## src/design/dtp_pkg.sv

```systemverilog
`timescale 1ns / 1ps

package dtp_pkg;

  localparam int unsigned CharW   = 8;
  localparam int unsigned PosW    = 5;
  localparam int unsigned YearW   = 14;
  localparam int unsigned TwoW    = 7;
  localparam int unsigned DigitW  = 4;
  localparam int unsigned TdataW  = 56;

  localparam logic [PosW-1:0]  ShapeLen = 5'd19;
  localparam logic [PosW-1:0]  PosMax   = 5'd31;

  localparam logic [CharW-1:0] CharNul   = 8'h00;
  localparam logic [CharW-1:0] CharZero  = 8'h30;
  localparam logic [CharW-1:0] CharNine  = 8'h39;
  localparam logic [CharW-1:0] CharDash  = 8'h2d;
  localparam logic [CharW-1:0] CharSpace = 8'h20;
  localparam logic [CharW-1:0] CharColon = 8'h3a;
  // marks a position that takes any decimal digit
  localparam logic [CharW-1:0] DigitSlot = 8'h00;

  typedef enum logic [2:0] {
    FieldYear,
    FieldMonth,
    FieldDay,
    FieldHour,
    FieldMinute,
    FieldSecond,
    FieldNone
  } field_e;

  typedef struct packed {
    logic             ok;
    logic [YearW-1:0] year;
    logic [TwoW-1:0]  month;
    logic [TwoW-1:0]  day;
    logic [TwoW-1:0]  hour;
    logic [TwoW-1:0]  minute;
    logic [TwoW-1:0]  second;
  } result_t;

  function automatic logic [CharW-1:0] expected_char(input logic [PosW-1:0] pos);
    logic [CharW-1:0] c;
    case (pos) inside
      5'd4, 5'd7:   c = CharDash;
      5'd10:        c = CharSpace;
      5'd13, 5'd16: c = CharColon;
      default:      c = DigitSlot;
    endcase
    return c;
  endfunction

  function automatic field_e field_of(input logic [PosW-1:0] pos);
    field_e f;
    case (pos) inside
      [5'd0:5'd3]:  f = FieldYear;
      5'd5, 5'd6:   f = FieldMonth;
      5'd8, 5'd9:   f = FieldDay;
      5'd11, 5'd12: f = FieldHour;
      5'd14, 5'd15: f = FieldMinute;
      5'd17, 5'd18: f = FieldSecond;
      default:      f = FieldNone;
    endcase
    return f;
  endfunction

endpackage

```

## src/design/dtp_parse.sv

```systemverilog
`timescale 1ns / 1ps

// Shape checker and digit accumulators. State advances on step_i; res_o is the
// result that a NUL at char_i would produce from the current state.
module dtp_parse (
  input  logic                       clk_i,
  input  logic                       rst_ni,
  input  logic                       step_i,
  input  logic [dtp_pkg::CharW-1:0]  char_i,
  output dtp_pkg::result_t           res_o
);

  logic [dtp_pkg::PosW-1:0]  pos_q, pos_d;
  logic                      err_q, err_d;
  logic [dtp_pkg::YearW-1:0] year_q, year_d;
  logic [dtp_pkg::TwoW-1:0]  month_q, month_d;
  logic [dtp_pkg::TwoW-1:0]  day_q, day_d;
  logic [dtp_pkg::TwoW-1:0]  hour_q, hour_d;
  logic [dtp_pkg::TwoW-1:0]  minute_q, minute_d;
  logic [dtp_pkg::TwoW-1:0]  second_q, second_d;

  logic                       is_nul;
  logic                       in_shape;
  logic                       is_digit;
  logic                       bad;
  logic                       ok;
  logic [dtp_pkg::CharW-1:0]  want;
  logic [dtp_pkg::CharW-1:0]  dchar;
  logic [dtp_pkg::DigitW-1:0] digit;
  dtp_pkg::field_e            field;

  function automatic logic [dtp_pkg::YearW-1:0] push_year(
    input logic [dtp_pkg::YearW-1:0]  acc,
    input logic [dtp_pkg::DigitW-1:0] d
  );
    return dtp_pkg::YearW'({acc, 3'b000}) + dtp_pkg::YearW'({acc, 1'b0})
           + dtp_pkg::YearW'(d);
  endfunction

  function automatic logic [dtp_pkg::TwoW-1:0] push_two(
    input logic [dtp_pkg::TwoW-1:0]   acc,
    input logic [dtp_pkg::DigitW-1:0] d
  );
    return dtp_pkg::TwoW'({acc, 3'b000}) + dtp_pkg::TwoW'({acc, 1'b0})
           + dtp_pkg::TwoW'(d);
  endfunction

  always_comb begin
    is_nul   = (char_i == dtp_pkg::CharNul);
    in_shape = (pos_q < dtp_pkg::ShapeLen);
    want     = dtp_pkg::expected_char(pos_q);
    field    = dtp_pkg::field_of(pos_q);
    is_digit = (char_i >= dtp_pkg::CharZero) && (char_i <= dtp_pkg::CharNine);
    dchar    = char_i - dtp_pkg::CharZero;
    digit    = dchar[dtp_pkg::DigitW-1:0];
    if (!in_shape) begin
      bad = 1'b1;
    end else if (want == dtp_pkg::DigitSlot) begin
      bad = !is_digit;
    end else begin
      bad = (char_i != want);
    end
    ok = !err_q && (pos_q == dtp_pkg::ShapeLen);
  end

  always_comb begin
    res_o.ok     = ok;
    res_o.year   = ok ? year_q   : '0;
    res_o.month  = ok ? month_q  : '0;
    res_o.day    = ok ? day_q    : '0;
    res_o.hour   = ok ? hour_q   : '0;
    res_o.minute = ok ? minute_q : '0;
    res_o.second = ok ? second_q : '0;
  end

  always_comb begin
    pos_d    = pos_q;
    err_d    = err_q;
    year_d   = year_q;
    month_d  = month_q;
    day_d    = day_q;
    hour_d   = hour_q;
    minute_d = minute_q;
    second_d = second_q;
    if (step_i) begin
      if (is_nul) begin
        pos_d    = '0;
        err_d    = 1'b0;
        year_d   = '0;
        month_d  = '0;
        day_d    = '0;
        hour_d   = '0;
        minute_d = '0;
        second_d = '0;
      end else begin
        err_d = err_q | bad;
        if (pos_q < dtp_pkg::PosMax) begin
          pos_d = pos_q + 5'd1;
        end
        if (in_shape && is_digit) begin
          case (field)
            dtp_pkg::FieldYear:   year_d   = push_year(year_q, digit);
            dtp_pkg::FieldMonth:  month_d  = push_two(month_q, digit);
            dtp_pkg::FieldDay:    day_d    = push_two(day_q, digit);
            dtp_pkg::FieldHour:   hour_d   = push_two(hour_q, digit);
            dtp_pkg::FieldMinute: minute_d = push_two(minute_q, digit);
            dtp_pkg::FieldSecond: second_d = push_two(second_q, digit);
            default: ;
          endcase
        end
      end
    end
  end

  always_ff @(posedge clk_i or negedge rst_ni) begin
    if (!rst_ni) begin
      pos_q    <= '0;
      err_q    <= 1'b0;
      year_q   <= '0;
      month_q  <= '0;
      day_q    <= '0;
      hour_q   <= '0;
      minute_q <= '0;
      second_q <= '0;
    end else begin
      pos_q    <= pos_d;
      err_q    <= err_d;
      year_q   <= year_d;
      month_q  <= month_d;
      day_q    <= day_d;
      hour_q   <= hour_d;
      minute_q <= minute_d;
      second_q <= second_d;
    end
  end

endmodule

```

## src/design/fixed_datetime_text_parser.sv

```systemverilog
`timescale 1ns / 1ps

// Parses a NUL-terminated string of the form "YYYY-MM-DD HH:MM:SS".
// Slave channel: one character per beat on s_axis_tdata_i; a zero byte ends
// the string. Master channel: one result beat per string, sent for its NUL:
// ok flag plus year, month, day, hour, minute, second (all zero unless ok).
// Throughput: one character per cycle except while a NUL stalls; the input
// register, the shape/accumulate logic and the result register form a
// two-stage pipe. Path: a NUL accepted into the input register loads its
// result into the result register, which drives m_axis_tvalid_o.
// Stalls: characters other than NUL keep flowing while a result waits. A NUL
// waits in the input register until the result register is free, and the
// slave side then backs up.
// Reset: clears the position, the error flag, the accumulators and both
// valid flags; the next character is taken as position zero.
module fixed_datetime_text_parser (
  input  logic                        clk_i,
  input  logic                        rst_ni,
  input  logic                        s_axis_tvalid_i,
  output logic                        s_axis_tready_o,
  input  logic [dtp_pkg::CharW-1:0]   s_axis_tdata_i,   // [7:0] char_in
  output logic                        m_axis_tvalid_o,
  input  logic                        m_axis_tready_i,
  // [0] ok, [14:1] year_out, [21:15] month_out, [28:22] day_out,
  // [35:29] hour_out, [42:36] minute_out, [49:43] second_out, [55:50] zero
  output logic [dtp_pkg::TdataW-1:0]  m_axis_tdata_o
);

  logic                      in_vld_q;
  logic [dtp_pkg::CharW-1:0] char_q;
  logic                      out_vld_q;
  dtp_pkg::result_t          out_q;
  dtp_pkg::result_t          res;
  logic                      nul;
  logic                      adv;
  logic                      out_free;

  assign nul      = (char_q == dtp_pkg::CharNul);
  assign out_free = !out_vld_q || m_axis_tready_i;
  assign adv      = in_vld_q && (!nul || out_free);
  assign s_axis_tready_o = !in_vld_q || adv;

  always_ff @(posedge clk_i or negedge rst_ni) begin
    if (!rst_ni) begin
      in_vld_q <= 1'b0;
    end else if (s_axis_tready_o) begin
      in_vld_q <= s_axis_tvalid_i;
    end
  end

  always_ff @(posedge clk_i) begin
    if (s_axis_tready_o && s_axis_tvalid_i) begin
      char_q <= s_axis_tdata_i;
    end
  end

  dtp_parse u_parse (
    .clk_i  (clk_i),
    .rst_ni (rst_ni),
    .step_i (adv),
    .char_i (char_q),
    .res_o  (res)
  );

  always_ff @(posedge clk_i or negedge rst_ni) begin
    if (!rst_ni) begin
      out_vld_q <= 1'b0;
    end else if (adv && nul) begin
      out_vld_q <= 1'b1;
    end else if (m_axis_tready_i) begin
      out_vld_q <= 1'b0;
    end
  end

  always_ff @(posedge clk_i) begin
    if (adv && nul) begin
      out_q <= res;
    end
  end

  assign m_axis_tvalid_o = out_vld_q;
  assign m_axis_tdata_o  = {6'b000000, out_q.second, out_q.minute, out_q.hour,
                            out_q.day, out_q.month, out_q.year, out_q.ok};

  a_fail_zero: assert property (@(posedge clk_i) disable iff (!rst_ni)
    m_axis_tvalid_o && !m_axis_tdata_o[0] |-> m_axis_tdata_o[49:1] == '0)
    else $error("failed parse carries nonzero fields");

  a_nul_result: assert property (@(posedge clk_i) disable iff (!rst_ni)
    adv && nul |=> out_vld_q)
    else $error("NUL step did not load a result");

  a_in_hold: assert property (@(posedge clk_i) disable iff (!rst_ni)
    in_vld_q && !adv |=> in_vld_q && $stable(char_q))
    else $error("stalled character lost from input register");

endmodule
```

## config.mk

```make
export PLATFORM = sky130hd
export DESIGN_NAME = fixed_datetime_text_parser
export DESIGN_NICKNAME = d
export VERILOG_FILES = /design/src/design/dtp_pkg.sv /design/src/design/dtp_parse.sv /design/src/design/fixed_datetime_text_parser.sv
export SDC_FILE = /design/constraint.sdc
export NUM_CORES = 1
export LEC_CHECK = 0
export BUFFER_PORTS_ARGS = -buffer_cell sky130_fd_sc_hd__buf_2
export CELL_PAD_IN_SITES_DETAIL_PLACEMENT = 0
export CELL_PAD_IN_SITES_GLOBAL_PLACEMENT = 1
export CORE_MARGIN = 2
export CORE_UTILIZATION = 48
export CTS_CLUSTER_SIZE = 28
export DETAILED_ROUTE_END_ITERATION = 10
export MAX_ROUTING_LAYER = met4
export PLACE_DENSITY = 0.83
export SYNTH_ARGS = -nofsm -noshare
export SYNTH_HDL_FRONTEND = slang
export SYNTH_SLANG_ARGS = --single-unit
```

## constraint.sdc

```tcl
create_clock -name clk_i -period 4.35 [get_ports clk_i]
set_clock_uncertainty 0.1 [all_clocks]
set_input_delay 0.435 -clock clk_i [delete_from_list [all_inputs] [get_ports clk_i]]
set_output_delay 0.435 -clock clk_i [all_outputs]
set_load 0.01 [all_outputs]
```

==> results of run 1 <==
==> kinds of logic after synthesis <==
logic type | count (synthesis) | synth area share, %
compound gates | 131 | 14.6
xor+xnor | 31 | 4.03
flops | 115 | 47.1
other cells | 1 | 0.0557
fa+ha+maj | 79 | 16.0
simple gates | 127 | 11.7
mux | 12 | 1.95
buf+inv | 67 | 4.54
==> sequential cells by signal (all words and copies together) (netlist names) <==
name              count
char_q                8
in_vld_q              1
m_axis_tdata_o       50
m_axis_tvalid_o       1
u_parse.day_q         7
u_parse.err_q         1
u_parse.hour_q        7
u_parse.minute_q      7
u_parse.month_q       7
u_parse.pos_q         5
u_parse.second_q      7
u_parse.year_q       14
==> per-stage QoR <==
step	hold slack [ns]	power [mW]	std cells	instance area, µm²
4_1_cts	0.0723	3.67	822	7730
2_1_floorplan	0.0394	2.16	568	6750
3_5_place_dp	0.323	2.36	789	7170
3_3_place_gp	0.298	2.33	789	7170
5_1_grt	0.0757	3.87	822	7730
6_report	0.0849	3.65	822	7730
==> cell type report <==
class                      instances  area, µm²  area share (%)
clock inverter                    14        114            1.47
inverter                          40        150            1.94
multi-input combinational        386       3280            42.3
tap                              180        225            2.91
sequential                       115       3170            41.0
timing repair buffer              69        363            4.69
clock buffer                      18        439            5.68
==> power breakdown <==
part	internal, mW	switching, mW
Clock	0.791	0.504
Combinational	0.464	0.492
Sequential	1.24	0.156
==> layer usage <==
layer / part of all wire [%] / routed length [µm] / up-vias / track usage (%)
met5: 0 / 0 / - / -
met4: 2.3 / 301 / 0 / 8.19
met3: 4.1 / 548 / 26 / 4.23
met2: 47 / 6230 / 106 / 30.0
met1: 47 / 6220 / 2181 / 26.4
li1: - / - / 2182 / -
==> layout by cell type, fill, tap and decap left out, types with 5 or more instances in the layout <==
cell,Yosys,routed
o21ai_0,19,19
clkinv_2,0,5
buf_4,9,5
buf_2,9,63
a21o_1,13,13
edfxtp_1,58,58
clkinvlp_4,0,5
a32o_1,5,5
a22o_1,22,22
nand2_1,12,12
fa_1,12,12
conb_1,1,6
ha_1,67,67
nor2_1,18,18
inv_1,39,39
xor2_1,6,6
mux2_2,9,9
a31oi_1,5,5
a21oi_1,22,22
nand2b_1,6,6
dfrtp_1,57,57
and2_1,56,56
clkbuf_16,0,17
xnor2_1,25,25
==> synth_stat cells (all sizes together) (5+ instances only) <==
cell type / number
o21ai: 22
buf: 19
ha: 67
nand2: 12
fa: 12
nand2b: 6
a22o: 22
edfxtp: 58
xnor2: 25
a21o: 13
a21oi: 22
and2: 57
a32o: 5
a31oi: 5
nor2: 18
xor2: 6
dfrtp: 57
inv: 39
mux2: 9
clkbuf: 8
==> worst max-delay path, delay by kind of cell (launching register included) <==
family / cells / cell delay [ns]
fa+ha+maj: 2 / 1.01
compound gates: 4 / 0.95
flops: 1 / 0.82
simple gates: 1 / 0.19
buf+inv: 1 / 0.15
==> final timing paths <==
kind	from	to	slack, ns	cells past startpoint
min in group asynchronous	rst_ni	u_parse.year_q[9]	0.40	2
setup / recovery	char_q[3]	u_parse.year_q[12]	1.01	8
hold reg to reg	u_parse.minute_q[6]	u_parse.minute_q[6]	0.40	1
max in group asynchronous	rst_ni	u_parse.month_q[2]	2.84	3
setup reg to reg	char_q[3]	u_parse.year_q[12]	1.01	8
hold / removal	s_axis_tdata_i[3]	char_q[3]	0.08	1
==> out/metrics.yaml, run 1 <==
nFillCells: 1180
cts_made_buffers: 17
drc: 0
grt_pass1_wl_mm: 22.2
hp-class: "input pin to flop"
synth.area.top_cells: "edfxtp_1 (26%), dfrtp_1 (21%), ha_1 (12%)"
cp_common_cell: "fa_1"
root_buffer: "clkbuf_16"
clock.fmax_mhz: 299
dieHeight_um: 122
core_um2: 13800
maxCapViolations: 0
yosysTopAreaCell: "edfxtp_1"
synthCells: 563
post-route-util_pct: 56.2
cpPeakStageDelay_ns: 0.82
ir_worst_vdd_mv: 0.271
antennaDiodeCount: 0
vias_per_cell: 5.47
grt_max_degree: 53
total_leakage_power_nw: 3.70
h-tree-depth: 4
async_flop_share_pct: 49.6
tightest_slew_ns: 0.902
detail_route.wl_per_cell_um: 16.2
io_pins: 70
fp-row-count: 43
tns_ns: 0
cts.sink_count: 115
synthToLayoutAreaGrowth_pct: 14.9
worstSkewPairLatency_ns: 0.43
post_cts_resized: 0
antenna_left: 0
place_hpwl_mm: 9.08
cp.arrival_ns: 3.55
avgSynthCellArea_um2: 12.0
grt_overflow: 0
synth_area_um2: 6730
clockBufferDepth: 2
finalCriticalPeriod_ns: 3.34
yosysWarnings: 0
dp_slack_ns: 1.04
ys_types: 74
path_class: "flop to flop"
setup_viol: 0
yosysSeqAreaShare_pct: 47.1
antenna_found_initial: 0
power_density_nw_per_um2: 471
path_cells: "inv_1 > fa_1 > fa_1 > nand2b_1 > a21oi_1 > o2111ai_1 > a21bo_2 > a32o_1"
outcome: "finished, final reports clean"
slew_headroom_pct: 39.8
initial_utilization_pct: 48.9
dieWidth_um: 122
rsz0062_at_grt: "false"
grt_use_total_pct: 20.0
cp_slowest_cell: "edfxtp_1"
synth_edf_count: 58
drt-initial-drc-count: 339
cts_setup_buffers: 0
clk_pin_slew_worst_paths_ns: 0.05
drive_above_1_share_pct: 20.2
grt_pass1_vias: 4361
hold_buffers: 1
worstPathMaxFanout: 11
hold_viol_final: 0
required_ns: 4.56
finalNetCount: 720
synth_ff_type: "edfxtp_1"
dieArea_um2: 15000
vias: 4495
critPathLaunchType: "flop"
gp_congestion: 0.884
yosysTopAreaCellShare_pct: 25.9
ys_ff_latch: 115
setup_slack_ns: 1.01
endpoint_kind: "flop"
post-route-period-util_pct: 76.8
first_pass_iters: 4
numPortBuffers: 63
wirelength_mm: 13.3
cts_tree: "done"
slew_violations: 0
Power figures use the tool's default switching activity.
==> inputs of run 2 (changes only) <==
--- a/config.mk
+++ b/config.mk
@@ -9,11 +9,11 @@
 export CELL_PAD_IN_SITES_DETAIL_PLACEMENT = 0
 export CELL_PAD_IN_SITES_GLOBAL_PLACEMENT = 1
 export CORE_MARGIN = 2
-export CORE_UTILIZATION = 48
+export CORE_UTILIZATION = 43
 export CTS_CLUSTER_SIZE = 28
 export DETAILED_ROUTE_END_ITERATION = 10
 export MAX_ROUTING_LAYER = met4
-export PLACE_DENSITY = 0.83
+export PLACE_DENSITY = 0.79
 export SYNTH_ARGS = -nofsm -noshare
 export SYNTH_HDL_FRONTEND = slang
 export SYNTH_SLANG_ARGS = --single-unit
==> constraint.sdc (replaced) <==
create_clock -name clk_i -period 2.8 [get_ports clk_i]
set_clock_uncertainty 0.1 [all_clocks]
set_input_delay 0.28 -clock clk_i [delete_from_list [all_inputs] [get_ports clk_i]]
set_output_delay 0.28 -clock clk_i [all_outputs]
set_load 0.01 [all_outputs]
==> run 2 against run 1 <==
Combinational power increased by 66%. Critical path depth stayed put. Critical endpoint unchanged. Largest power group is now the clock network. Global-route usage is 1.5 points lower. Final area increased by 4.0%. Worst setup slack got worse by 0.87 ns.
==> out/metrics.yaml, run 2 (synthesis results as in run 1) <==
worstPathMaxFanout: 4  # -7
outcome: "finished, final reports clean"
h-tree-depth: 4  # unchanged
core_um2: 15300  # +11%
cts.sink_count: 115  # unchanged
total_leakage_power_nw: 3.85  # +3.9%
finalCriticalPeriod_ns: 2.66  # -0.683 ns
clock.fmax_mhz: 376  # +26%
antenna_left: 0  # unchanged
tns_ns: 0  # unchanged
path_class: "flop to flop"
rsz0062_at_grt: "false"
wirelength_mm: 14.0  # +5.2%
fp-row-count: 45  # +4.7%
critPathLaunchType: "flop"
dieArea_um2: 16700  # +11%
clk_pin_slew_worst_paths_ns: 0.06  # about the same
final_common_cell: "ha_1"
ir_worst_vdd_mv: 0.427  # +58%
finalNetCount: 744  # +3.3%
grt_overflow: 0  # unchanged
power_density_nw_per_um2: 730  # +55%
drc: 0  # unchanged
hp-class: "input pin to flop"
place_hpwl_mm: 9.73  # +7.1%
numPortBuffers: 63  # unchanged
grt_use_total_pct: 18.4  # -1.5 points
slew_violations: 0  # unchanged
clockBufferDepth: 2  # unchanged
setup_viol: 0  # unchanged
endpoint_kind: "flop"
io_pins: 70  # unchanged
grt_pass1_wl_mm: 22.7  # +2.5%
drive_above_1_share_pct: 21.9  # +1.7 points
drt-initial-drc-count: 243  # -28%
path_cells: "inv_1 > fa_1 > fa_1 > nand2b_4 > a21oi_2 > o2111ai_2 > a21bo_2 > a32o_1"
cp_slowest_cell: "fa_1"
synthToLayoutAreaGrowth_pct: 19.6
dieHeight_um: 129  # +5.5%
antennaDiodeCount: 0  # unchanged
slew_headroom_pct: 38.4  # -1.4 points
vias: 4629  # +3.0%
grt_max_degree: 58  # +9.4%
grt_pass1_vias: 4635  # +6.3%
tightest_slew_ns: 0.919  # +0.0165 ns
antenna_found_initial: 0  # unchanged
gp_congestion: 0.878  # -0.76%
initial_utilization_pct: 44.1  # -4.8 points
largest_register_ffs: 50  # unchanged
nFillCells: 1317  # +12%
cpPeakStageDelay_ns: 0.52  # -0.30 ns
dieWidth_um: 129  # +5.5%
root_buffer: "clkbuf_16"
first_pass_iters: 4  # unchanged
cp.arrival_ns: 2.87  # -0.68 ns
required_ns: 3.01  # -1.55 ns
worstSkewPairLatency_ns: 0.43  # about the same
hold_viol_final: 0  # unchanged
vias_per_cell: 5.28  # -3.5%
maxCapViolations: 0  # unchanged
detail_route.wl_per_cell_um: 16.0  # -1.4%
post-route-period-util_pct: 95.0  # +18 points
layout.cells.most_common_list: "ha_1 (67), buf_2 (63), edfxtp_1 (58), dfrtp_1 (57), and2_1 (56)"
post-route-util_pct: 52.7  # -3.4 points
cp_common_cell: "fa_1"
cts_tree: "done"
cts_made_buffers: 17  # unchanged
## run 2: through the flow
stage	cell area (µm²)	setup slack (ns)	cells	hold WS, ns	power [mW]
after floorplan	6750	0.000980	568	-0.116	3.36
after global placement	7330	0.196	834	0.360	3.64
after detailed placement	7330	0.125	834	0.359	3.70
after CTS	8020	0.103	876	0.0817	5.89
after global routing	8050	0.0115	877	0.125	6.22
final	8050	0.140	877	0.101	5.88
## run 2: timing repair
action	in CTS	in global routing
endpoints found under the hold margin	66	0
endpoints found under the setup margin	0	2
buffers inserted	0	1
resized for setup	0	3
hold buffers	10	0
## run 2: path summary, 6_finish.rpt
| path | from | to | slack (ns) | cells past startpoint |
|---|---|---|---|---|
| setup / recovery | u_parse.year_q[2] | u_parse.year_q[12] | 0.14 | 8 |
| hold / removal | m_axis_tready_i | m_axis_tvalid_o | 0.10 | 3 |
| setup reg to reg | u_parse.year_q[2] | u_parse.year_q[12] | 0.14 | 8 |
| hold reg to reg | u_parse.year_q[13] | u_parse.year_q[13] | 0.40 | 2 |
| max in group asynchronous | rst_ni | u_parse.second_q[6] | 1.61 | 3 |
| min in group asynchronous | rst_ni | u_parse.hour_q[6] | 0.47 | 3 |
## run 2: critical path: cells and delay by family, from the launching register on
family                     cells  cell delay [ns]
adders and majority gates      2             0.98
AOI/OAI and AO/OA              4             0.84
buffers and inverters          1             0.07
DFF                            1             0.38
and+or+nand+nor                1             0.17
## run 2: cell type report
cell class	count	area (µm²)	area share, %
Sequential cell	115	3170	39.4
Tap cell	211	264	3.28
Inverter	40	150	1.87
Clock inverter	11	136	1.69
Timing Repair Buffer	93	578	7.18
Multi-Input combinational cell	386	3300	41.0
Clock buffer	21	450	5.60
## run 2: per-layer routing
metal  vias up  routed length (µm)  global-route usage (%)
li1       2234                   -                       -
met1      2269                6540                    22.9
met2       103                6670                    29.1
met3        23                 498                    4.50
met4         0                 282                    7.48
met5         -                   0                       -
## run 2: where the power goes
part,internal [mW],leakage [nW],total (mW),switching (mW)
Combinational,0.767,2.19,1.59,0.827
Clock,1.41,0.280,2.16,0.750
Sequential,1.92,1.38,2.13,0.202
